===== config.mk =====
export PLATFORM = sky130hd
export DESIGN_NAME = mws_front
export DESIGN_NICKNAME = d
export VERILOG_FILES = /design/src/mws_pkg.sv /design/src/mws_front.sv
export SDC_FILE = /design/constraint.sdc
export NUM_CORES = 1
export LEC_CHECK = 0
export ABC_AREA = 1
export BUFFER_PORTS_ARGS = -buffer_cell sky130_fd_sc_hd__buf_2
export CAP_MARGIN = 20
export CELL_PAD_IN_SITES_DETAIL_PLACEMENT = 0
export CELL_PAD_IN_SITES_GLOBAL_PLACEMENT = 1
export CORE_ASPECT_RATIO = 1.1
export CORE_UTILIZATION = 43
export DETAILED_ROUTE_END_ITERATION = 7
export HOLD_SLACK_MARGIN = 0.06
export PLACE_DENSITY_LB_ADDON = 0.1
export SLEW_MARGIN = 20
export SYNTH_ARGS = -nofsm -noshare
export SYNTH_HDL_FRONTEND = slang
export SYNTH_SLANG_ARGS = --single-unit

===== constraint.sdc =====
create_clock -name aclk -period 4.4 [get_ports aclk]
set_clock_uncertainty 0.15 [all_clocks]
set_input_delay 0.44 -clock aclk [delete_from_list [all_inputs] [get_ports aclk]]
set_output_delay 0.44 -clock aclk [all_outputs]
set_load 0.005 [all_outputs]

===== src/mws_pkg.sv =====
// ----------------------------------------------------------------------------
// mws_pkg: shared types and constants for the minimum covering window block
// defaults, the front-to-back queue word and the engine state codes
// ----------------------------------------------------------------------------
package mws_pkg;

    localparam int unsigned MAX_TEXT_DEF    = 4096;
    localparam int unsigned MAX_PATTERN_DEF = 4096;
    localparam int unsigned SYM_W           = 8;
    localparam int unsigned SYMS            = 256;

    // classified word handed from the front to the back
    typedef enum logic [1:0] {
        OP_PAT  = 2'd0,
        OP_TEXT = 2'd1,
        OP_DROP = 2'd2
    } op_t;

    typedef struct packed {
        op_t             op;
        logic [SYM_W-1:0] sym;
        logic            last;
    } cmd_t;

    typedef enum logic [3:0] {
        ST_IDLE,
        ST_PAT_RD,
        ST_PAT_WR,
        ST_TXT_RD,
        ST_TXT_WR,
        ST_SHR_CHK,
        ST_SHR_RD,
        ST_SHR_WR,
        ST_DONE,
        ST_CLEAR
    } st_t;

endpackage


===== src/mws_front.sv =====
// ----------------------------------------------------------------------------
// mws_front: input classifier and command queue
// tags each word and buffers it for the window engine
// ----------------------------------------------------------------------------
module mws_front #(
    parameter int unsigned DEPTH = 2
) (
    input  logic             aclk,
    input  logic             aresetn,
    input  logic             s_valid,
    output logic             s_ready,
    input  logic             s_mode,
    input  logic [7:0]       s_symbol,
    input  logic             s_last,
    output logic             q_valid,
    input  logic             q_ready,
    output mws_pkg::cmd_t    q_cmd
);
    localparam int unsigned AW = (DEPTH > 1) ? $clog2(DEPTH) : 1;

    mws_pkg::cmd_t       fifo_reg [DEPTH];
    logic [AW-1:0]       wr_ptr_reg, rd_ptr_reg;
    logic [AW:0]         cnt_reg;
    mws_pkg::cmd_t       cmd_in;
    logic                push, pop;

    always_comb begin
        cmd_in.sym  = s_symbol;
        cmd_in.last = s_last;
        cmd_in.op   = s_mode ? mws_pkg::OP_TEXT : mws_pkg::OP_PAT;
    end

    assign s_ready = (cnt_reg != (AW+1)'(DEPTH));
    assign q_valid = (cnt_reg != '0);
    assign q_cmd   = fifo_reg[rd_ptr_reg];
    assign push    = s_valid && s_ready;
    assign pop     = q_valid && q_ready;

    always_ff @(posedge aclk) begin
        if (push) begin
            fifo_reg[wr_ptr_reg] <= cmd_in;
        end
    end

    always_ff @(posedge aclk) begin
        if (!aresetn) begin
            wr_ptr_reg <= '0;
            rd_ptr_reg <= '0;
            cnt_reg    <= '0;
        end else begin
            if (push) begin
                wr_ptr_reg <= (wr_ptr_reg == AW'(DEPTH-1)) ? '0 : wr_ptr_reg + 1'b1;
            end
            if (pop) begin
                rd_ptr_reg <= (rd_ptr_reg == AW'(DEPTH-1)) ? '0 : rd_ptr_reg + 1'b1;
            end
            cnt_reg <= cnt_reg + (AW+1)'(push) - (AW+1)'(pop);
        end
    end
endmodule


## Yosys cells after proc, flatten, opt, wreduce, memory -nomap -nowiden

Memory sizes are Yosys's and may differ from the RTL's. A register that Yosys moved wholly into a read port is not among the register bits.
Index checks and enable logic that the tools add are counted.

- Bits in read-only memories: 0
- Memories: 1
- Logic and storage cells: 19
- Bits in latches: 0
- Output and inout port bits: 13
- Input port bits: 14
- RAM bits: 20
- Bits in registers: 4

- Reduce and logical (&&, ||, !) cells: 3
- Magnitude comparators: 0
- Eq/ne operators: 1
- $add $sub $neg: 4
- Shift operators: 0
- Mux-type cells: 7
- $mul: 0
- Bitwise operators: 0
- Div/mod/pow operators: 0

Memories:

| memory | depth | bits a word | read ports | clocked after memory_dff | wr ports | line | source |
|---|---|---|---|---|---|---|---|
| fifo_reg | 2 | 10 | 1 | 1 | 1 | mws_front.sv:21 | `mws_pkg::cmd_t fifo_reg [DEPTH];` |

Operator list:

| kind | number |
|---|---|
| $mux W1 | 7 |
| $add A1 B1 Y1 const B | 2 |
| $add A2 B1 Y2 | 1 |
| $logic_and A1 B1 Y1 | 2 |
| $ne A2 B2 Y1 const B | 1 |
| $reduce_bool A2 Y1 | 1 |
| $sub A2 B1 Y2 | 1 |

## Longest topological paths before layout

Gate-level depths: netlist of run 1.

- Word-level depth: 4
- Depth in mapped cells: 11
- Mapped depth without buffers: 11

## Worst setup path after synthesis of run 1

OpenSTA, ideal clock, no wires.

- Path type: register to register
- Start: register cnt_reg[0]
- End: memory fifo_reg[0][0] in the netlist's numbering, enable pin
- Arrival: 1.011 ns
- Slack: 2.863 ns
- Cell stages (with the launch flop): 5
- Library setup time: 0.376 ns
- Clock period less this slack: 1.537 ns
- Cells stage by stage: dfxtp_1 -> inv_1 -> nand2_2 -> nand2_4 -> nor2_1

- Longest elaborated chain between the ends: 4

RTL lines:

| element | line | source |
|---|---|---|
| from (decl) | mws_front.sv:23 | `logic [AW:0] cnt_reg;` |
| from (signal assigned) | mws_front.sv:57 | `cnt_reg <= cnt_reg + (AW+1)'(push) - (AW+1)'(pop);` |
| $ne A2 B2 Y1 | mws_front.sv:33 | `assign s_ready = (cnt_reg != (AW+1)'(DEPTH));` |
| net s_ready | mws_front.sv:11 | `output logic s_ready,` |
| $logic_and A1 B1 Y1 | mws_front.sv:36 | `assign push = s_valid && s_ready;` |
| $mux W1 | mws_front.sv:40 | `if (push) begin` |
| $mux W1 (not written as such) | mws_front.sv:41 | `fifo_reg[wr_ptr_reg] <= cmd_in;` |
| to (decl) | mws_front.sv:21 |  |

The timed path passes the listed nets, and every way through them passes these cells.

==> metrics, run 1 <==
Critical Path Start Type flop; Max VDD drop 0.314 mV; clk root buf clkbuf_4; die area 2500 um2; Vias/cell 4.48; most common cell in the netlist edfxtp_1; Sink Count 25; syn_area_per_cell 14.4 um2; Synth cell types 17; first-pass GRT wire length 2210 um; gr ovfl total 0; Yosys top cell by area edfxtp_1; status finished clean; Power Dens Cells 522 nW/um2; largest net degree at the start of global routing 14; # hold bufs at CTS 0; CP arrival 1.44 ns; gpl congestion 0.632; final worst-path cycle share 46.1%; vias in the first global route 541; Routed wire per std cell 11.0 um; Async SR Flop Fraction 0%; multi-input combinational cell area 245 um2; Worst-Skew Late Latency 0.30 ns; IO Count 27; CTS buffer count 3; Vias 555; TritonCTS clock tree yes; leak pwr 0.470 nW; DRT iter0 DRCs 5; Logic pwr share 29.7%; CTS H-Tree Depth 1; Synth top area share 60.6%; Syn Nets 84; Ys Warns 0; gr usage total 13.4%; setup TNS 0 ns; Nets 112; Die H 52.4 um; Worst Path Required 3.81 ns; Total Power 0.605 mW; Post-DP HPWL 1010 um; area delta synth->final 16.9%; register bit total from synthesis 25; Synth Flop Type edfxtp_1; # setup viols final 0; post-CTS setup buffers 0; gate count after technology mapping 69; DRC violations left 0; Die Span X 47.8 um; DR pass1 iterations 4; post-synthesis instance area 991 um2; top post-synthesis cells by count edfxtp_1 (20), mux2_2 (10), nand2_1 (9); sequential-to-total area share from yosys stat 70.7%; CP Class reg2out; Crit Path Max Fanout 10; post-route ant nets 0; post-CTS sizing 0; RSZ-0062 raised after global routing no; Final Hold Vio Count 0; Net Switching 0.177 mW; max-cap violations 0; core footprint 2080 um2; Clk pwr share 15.5%; worst slew pin tran 0.790 ns; Final Max Tran Viols 0; CP Capture Type output port; worst hold slack 0.169 ns; PortBufs 25; Flop pwr share 54.8%; FP Rows 17; max reg flops 20; Max-slew headroom 47.1%; Hold WC Path Type in2reg; layout cell share with drive strength beyond 1 44.8%; Initial Utilization 47.5%; P_int 0.428 mW; Inserted Diodes 0; final wirelength 1370 um; Fillers 197; EDFF count, synth 20; FF/Latch Area 701 um2; initial antenna violation count 0; top cells by area, synth edfxtp_1 (61%), mux2_2 (11%), dfxtp_1 (10%); fin crit period 2.03 ns; clock-pin transition on the worst setup and hold timing paths 0.12 ns; Switching Fraction 29.2%; fmax 0.493 GHz; clk buf depth 2
cell usage in the layout, fill, tap and decap left out, drive strengths merged:
cell type,count
a21oi,1
buf,25
clkbuf,4
conb,1
dfxtp,5
edfxtp,20
ha,1
inv,7
mux2,10
nand2,11
nand3,1
nor2,9
xnor2,1
critical path: stages, from the launching register on:
cell,delay (ns)
dfxtp_1,0.62
mux2_2,0.39
buf_2,0.12
worst paths after layout:
kind	start	end	slack [ns]	depth (start not counted)
worst min-delay path	s_symbol[4]	fifo_reg[1][5]	0.17	1
worst max register to register	cnt_reg[0]	fifo_reg[0][6]	2.67	4
worst min register to register	rd_ptr_reg	rd_ptr_reg	0.37	2
worst max-delay path	flop	q_cmd[9]	2.37	2
kinds of logic (layout without fill, tap and decap cells):
kind of cell	count (synthesis)	in the layout	synth area share (%)
flops	25	25	70.7
simple gates	21	21	10.4
mux	10	10	11.4
buf+inv	9	36	4.55
fa+ha+maj	1	1	1.26
other cells	1	1	0.378
compound gates	1	1	0.505
xor+xnor	1	1	0.884
layer usage:
metal | part of all wire, % | global-route usage, %
met1 | 37 | 13.6
met5 | 0 | 0
met4 | 1.0 | 8.33
met3 | 5.5 | 3.79
met2 | 57 | 23.0
layout make-up:
type / count / share of cell area (%)
tap: 28 / 3.02
inverter: 7 / 2.27
timing repair buffer: 25 / 10.8
clock buffer: 4 / 2.27
sequential: 25 / 60.5
multi-input combinational: 35 / 21.2
power by group through the flow:
stage	Sequential, mW	Combinational [mW]	Clock, mW
global placement	0.337	0.179	0
detailed placement	0.338	0.183	0
finish	0.331	0.180	0.0939
CTS	0.332	0.184	0.100
floorplan	0.323	0.138	0
global route	0.338	0.207	0.106
metrics by stage:
stage	cell area (um2)	utilization, %	setup WS, ns	std cells
after global placement	1130	54.3	2.65	120
after CTS	1160	55.6	2.33	124
after global routing	1160	55.6	2.28	124
after floorplan	991	-	2.86	69
after detailed placement	1130	54.3	2.60	120
final	1160	55.6	2.37	124
Power figures use the tool's default switching activity.
==> run 2: changes to the inputs <==
--- a/config.mk
+++ b/config.mk
@@ -11,7 +11,7 @@
 export CELL_PAD_IN_SITES_DETAIL_PLACEMENT = 0
 export CELL_PAD_IN_SITES_GLOBAL_PLACEMENT = 1
 export CORE_ASPECT_RATIO = 1.1
-export CORE_UTILIZATION = 43
+export CORE_UTILIZATION = 36
 export DETAILED_ROUTE_END_ITERATION = 7
 export HOLD_SLACK_MARGIN = 0.06
 export PLACE_DENSITY_LB_ADDON = 0.1
==> constraint.sdc (replaced) <==
create_clock -name aclk -period 1.7 [get_ports aclk]
set_clock_uncertainty 0.15 [all_clocks]
set_input_delay 0.17 -clock aclk [delete_from_list [all_inputs] [get_ports aclk]]
set_output_delay 0.17 -clock aclk [all_outputs]
set_load 0.005 [all_outputs]
==> run 2 against run 1 <==
Hold slack worse by 0.084 ns. Sequential share of layout area decreased by 6.9 points. Utilization fell by 4.1 points. First-iteration DRC count increased by 80%. Clock-buffer cell count fell by 1. Register-to-register slack got worse by 2.5 ns. Clock power rose to 2.7 times the previous value. Via count grew 11%. Flip-flop and latch count unchanged. Critical path type unchanged.
==> metrics, run 2 (same netlist as run 1, synthesis figures left out) <==
status finished clean; met3 global-route usage 2.40% (-1.4 points); final worst-path cycle share 95.3%; Worst R2R Setup Slack 0.16 ns (-2.51 ns); met1 Use GR 11.7% (-1.9 points); Critical Path Start Type flop; layout cell share with drive strength beyond 1 43.6% (-1.2 points); commonest non-fill, non-tap cell in the layout buf_2; Post-Place Worst Slack 0.174 ns (-2.43 ns); clk root buf clkbuf_4; Power Dens Cells 1240 nW/um2 (+140%); CP max stage cell dfxtp_2; Worst-Skew Late Latency 0.30 ns (about the same); worst-path cell chain mux2_2 > buf_2; max-cap violations 0 (unchanged); setup TNS 0 ns (unchanged); Post-DP HPWL 1130 um (+11%); setup ws final 0.0801 ns (-2.29 ns); DRT iter0 DRCs 9 (+4); placed cell area 1170 um2 (+3.4%); die area 2970 um2 (+19%); vias in the first global route 600 (+11%); fmax 0.617 GHz; clock-pin transition on the worst setup and hold timing paths 0.13 ns (about the same); fin crit period 1.62 ns; RSZ-0062 raised after global routing no; CP arrival 1.30 ns (-0.14 ns); clk buf depth 2 (unchanged); critical path's largest stage delay 0.50 ns (-0.12 ns); core footprint 2540 um2 (+22%); Hold WC Path Type in2reg; gr usage total 12.0% (-1.4 points); critical path endpoint q_cmd[0]; worst hold slack 0.0844 ns (-0.0841 ns); Finished Core Util 51.5% (-4.1 points); Total Power 1.63 mW (+170%); reg2reg path depth 11 (+7); GRT met2 Usage 22.0% (-0.99 points); Die H 57.0 um (+8.9%); gpl congestion 0.597 (-5.7%); Vias 614 (+11%); filler-free cell count of the finished design 141 (+14%); Nets 126 (+13%); post-route ant nets 0 (unchanged); Sink Count 25 (unchanged); first-pass GRT wire length 2500 um (+13%); largest net degree at the start of global routing 15 (+1); Crit Path Max Fanout 10 (unchanged); fin area 1310 um2 (+13%); CTS H-Tree Depth 1 (unchanged); Initial Utilization 39.0% (-8.6 points); CP Class reg2out; area delta synth->final 32.2%; placed cells 126 (+5.0%); DRC violations left 0 (unchanged); CP bufs+invs 1 (unchanged); initial antenna violation count 0 (unchanged); Inserted Diodes 0 (unchanged); R2R Path Start cnt_reg[0]; CP Depth 2 (unchanged); CP Capture Type output port; CP delay by family, top flip-flops; Routed wire per std cell 11.0 um (-0.12%); Final Hold Vio Count 0 (unchanged); IO Count 27 (unchanged); TritonCTS clock tree yes; max reg flops 20 (unchanged); commonest non-fill, non-tap cells in the layout buf_2 (25), edfxtp_1 (20), dlygate4sd3_1 (11); PortBufs 25 (unchanged); gr ovfl total 0 (unchanged); CTS buffer count 3 (unchanged); Die Span X 52.0 um (+8.9%); reg2reg end cnt_reg[1]; Worst Path Required 1.38 ns (-2.43 ns); Vias/cell 4.35 (-2.7%); Final Max Tran Viols 0 (unchanged); # setup viols final 0 (unchanged); FP Rows 19 (+2); final wirelength 1560 um (+14%); GR peak layer met2; DR pass1 iterations 4 (unchanged); Max VDD drop 0.592 mV (+88%); leak pwr 0.538 nW (+14%)
==> run 2: changes by cell type in the layout (fill, tap and decap cells not counted), sizes merged <==
cell | previous run | this run
dlygate4sd3 | 0 | 11
buf | 25 | 28
clkbuf | 4 | 3
clkinv | 0 | 1
==> run 2: worst min path at each step <==
stage / start / end / slack, ns / depth (start not counted)
6_report: s_valid / wr_ptr_reg / 0.08 / 5
5_1_grt: s_valid / wr_ptr_reg / 0.1 / 5
4_1_cts: s_valid / wr_ptr_reg / 0.07 / 5
3_5_place_dp: s_symbol[1] / fifo_reg[0][2] / 0.21 / 1
3_3_place_gp: s_last / fifo_reg[0][0] / 0.21 / 1
2_1_floorplan: aresetn / cnt_reg[0] / 0.11 / 2
==> run 2: where the power goes <==
| group | internal, mW | switching (mW) |
|---|---|---|
| combinational | 0.276 | 0.245 |
| sequential | 0.786 | 0.0724 |
| clock | 0.0877 | 0.162 |
==> run 2: timing repair <==
item | in CTS | in global routing
hold buffers | 11 | 0
gates resized for setup | 1 | 0
buffers inserted | 0 | 0
endpoints found under the setup margin | 10 | 0
hold endpoints to repair | 25 | 0
==> run 2: final cells by class <==
class | count | area [um2]
clock buffers | 3 | 22.5
multi-input cells | 35 | 245
repair buffers | 39 | 270
fillers | 239 | 1230
clock inverters | 1 | 5.00
well taps | 31 | 38.8
inverters | 7 | 26.3
flip-flops and latches | 25 | 702
==> run 2: metal layers <==
metal  vias up  share of wire, %
met2        13                54
met3         2               4.0
met1       284                41
met5         -                 0
li1        315                 -
met4         0               1.1
==> run 2: worst register-to-register path: stages (launching register included) <==
cell and delay (ns):
dfxtp_1 0.40, inv_1 0.07, nand2_2 0.08, nand2_4 0.08, xnor2_1 0.13, ha_1 0.19
inv_1 0.05, nand2_1 0.04, nand2_1 0.08, nand3_1 0.07, nand2_1 0.06, nor2_1 0.03
==> run 3: changes to the inputs <==
--- a/config.mk
+++ b/config.mk
@@ -11,11 +11,12 @@
 export CELL_PAD_IN_SITES_DETAIL_PLACEMENT = 0
 export CELL_PAD_IN_SITES_GLOBAL_PLACEMENT = 1
 export CORE_ASPECT_RATIO = 1.1
-export CORE_UTILIZATION = 36
+export CORE_UTILIZATION = 38
+export CTS_BUF_LIST = sky130_fd_sc_hd__clkbuf_2
 export DETAILED_ROUTE_END_ITERATION = 7
 export HOLD_SLACK_MARGIN = 0.06
 export PLACE_DENSITY_LB_ADDON = 0.1
-export SLEW_MARGIN = 20
+export SLEW_MARGIN = 15
 export SYNTH_ARGS = -nofsm -noshare
 export SYNTH_HDL_FRONTEND = slang
 export SYNTH_SLANG_ARGS = --single-unit
==> run 3 against run 2 <==
Clock power fell by 14%. Cell area grew 1.2%. Largest cell class unchanged. Critical path depth up 1. Global-route usage fell by 0.21 points. Largest power group unchanged. First-iteration DRC count shrank 56%. Power is 0.89% lower.
==> metrics, run 3 (same netlist as run 1, synthesis figures left out) <==
clk buf depth 2 (unchanged); status finished clean; CP max stage cell dfxtp_2; vias in the first global route 580 (-3.3%); clk root buf clkbuf_2; Final Max Tran Viols 0 (unchanged); worst hold slack 0.0908 ns (+0.00636 ns); max-cap violations 0 (unchanged); Vias/cell 4.31 (-1.1%); Clk pwr share 13.3% (-2.0 points); placed cell area 1170 um2 (+0.21%); RSZ-0062 raised after global routing yes; core footprint 2500 um2 (-1.9%); FP Rows 19 (unchanged); die area 2820 um2 (-5.1%); DRT iter0 DRCs 4 (-5); layout cell share with drive strength beyond 1 44.2% (+0.61 points); initial antenna violation count 0 (unchanged); TritonCTS clock tree yes; Die H 55.6 um (-2.6%); filler-free cell count of the finished design 144 (+2.1%); Hold WC Path Type in2reg; largest net degree at the start of global routing 15 (unchanged); CP delay by family, top flip-flops; gpl congestion 0.634 (+6.3%); Logic pwr share 35.0% (+3.0 points); first-pass GRT wire length 2350 um (-6.0%); final worst-path cycle share 96.3% (+1.0 points); Initial Utilization 39.7% (+0.74 points); post-CTS setup buffers 0 (unchanged); Worst-Skew Late Latency 0.33 ns (+0.03 ns); DR pass1 iterations 3 (-1); setup ws final 0.0624 ns (-0.0176 ns); Post-DP HPWL 1050 um (-6.4%); Nets 129 (+2.4%); leak pwr 0.553 nW (+2.9%); CTS buffer count 3 (unchanged); Crit Path Max Fanout 10 (unchanged); placed cells 128 (+1.6%); Inserted Diodes 0 (unchanged); CTS H-Tree Depth 1 (unchanged); CP Capture Type output port; clock-pin transition on the worst setup and hold timing paths 0.21 ns (+0.08 ns); worst-path cell chain buf_8 > mux2_2 > buf_2; Net Switching 0.479 mW (about the same); Worst Path Required 1.38 ns (about the same); IO Count 27 (unchanged); final wirelength 1470 um (-5.3%); fin area 1330 um2 (+1.2%); Vias 620 (+0.98%); post-route ant nets 0 (unchanged); fin crit period 1.64 ns (+0.0176 ns); DRC violations left 0 (unchanged); Post-Place Worst Slack 0.184 ns (+0.0105 ns); Power Dens Cells 1220 nW/um2 (-2.1%); CP bufs+invs 2 (+1); gr usage total 11.8% (-0.21 points); fmax 0.611 GHz (-1.1%); Final Hold Vio Count 0 (unchanged); Total Power 1.61 mW (-0.89%); gr ovfl total 0 (unchanged); Max VDD drop 0.698 mV (+18%); max reg flops 20 (unchanged); Switching Fraction 29.7% (+0.28 points); Flop pwr share 51.7% (-1.0 points); # setup viols final 0 (unchanged); commonest non-fill, non-tap cells in the layout buf_2 (25), edfxtp_1 (20), dlygate4sd3_1 (12); Routed wire per std cell 10.2 um (-7.3%); CP Class reg2out; P_int 1.13 mW (-1.3%); PortBufs 25 (unchanged); Sink Count 25 (unchanged); area delta synth->final 33.8%; Die Span X 50.7 um (-2.6%); Critical Path Start Type flop; critical path's largest stage delay 0.38 ns (-0.12 ns); CP arrival 1.32 ns (+0.02 ns); commonest non-fill, non-tap cell in the layout buf_2; Worst R2R Setup Slack 0.17 ns (about the same)
run 3: changes by cell type in the layout (fill, tap and decap cells not counted), sizes merged:
cell,previous run,this run
buf,28,30
dlygate4sd3,11,12
run 3: final cells by class:
type                       count  area (um2)
sequential                    25         702
inverter                       7        26.3
multi-input combinational     35         249
clock inverter                 1        5.00
timing repair buffer          42         290
clock buffer                   3        15.0
tap                           31        38.8
fill                         234        1170
run 3: timing repair:
action,4_1_cts,5_1_grt
resized for setup,1,3
gates cloned,0,0
hold endpoints to repair,25,0
hold buffers,12,0
endpoints found under the setup margin,2,10
run 3: path summary, 6_finish.rpt:
check / from / end / depth (start not counted)
max: flop / q_cmd[6] / 3
min: q_ready / cnt_reg[1] / 5
max reg2reg: cnt_reg[0] / cnt_reg[1] / 11
min reg2reg: rd_ptr_reg / flop / 2
run 3: worst register-to-register path, delay by kind of cell (launching register included):
kind                       cells  cell delay [ns]
adders and majority gates      1             0.19
buffers and inverters          2             0.12
and+or+nand+nor                7             0.44
DFF                            1             0.43
xor gates and xnor gates       1             0.13
run 3: stage by stage:
stage          util [%]  setup TNS (ns)
5_1_grt            53.1         -0.0574
4_1_cts            52.8               0
2_1_floorplan         -               0
3_3_place_gp       47.0               0
3_5_place_dp       47.0               0
6_report           53.1               0
run 3: power groups by stage:
| stage | Sequential [mW] | Clock, mW | Combinational (mW) |
|---|---|---|---|
| after floorplan | 0.835 | 0 | 0.357 |
| after global placement | 0.841 | 0 | 0.536 |
| after detailed placement | 0.846 | 0 | 0.536 |
| after CTS | 0.832 | 0.230 | 0.565 |
| after global routing | 0.843 | 0.247 | 0.639 |
| final | 0.834 | 0.215 | 0.564 |
run 3: metal layers:
metal / share of wire [%] / vias up / routed length [um] / global-route usage (%)
li1: - / 319 / - / -
met1: 39 / 282 / 572 / 11.8
met2: 55 / 15 / 806 / 20.4
met3: 3.7 / 4 / 55 / 2.48
met4: 2.6 / 0 / 39 / 9.52
met5: 0 / - / 0 / 0
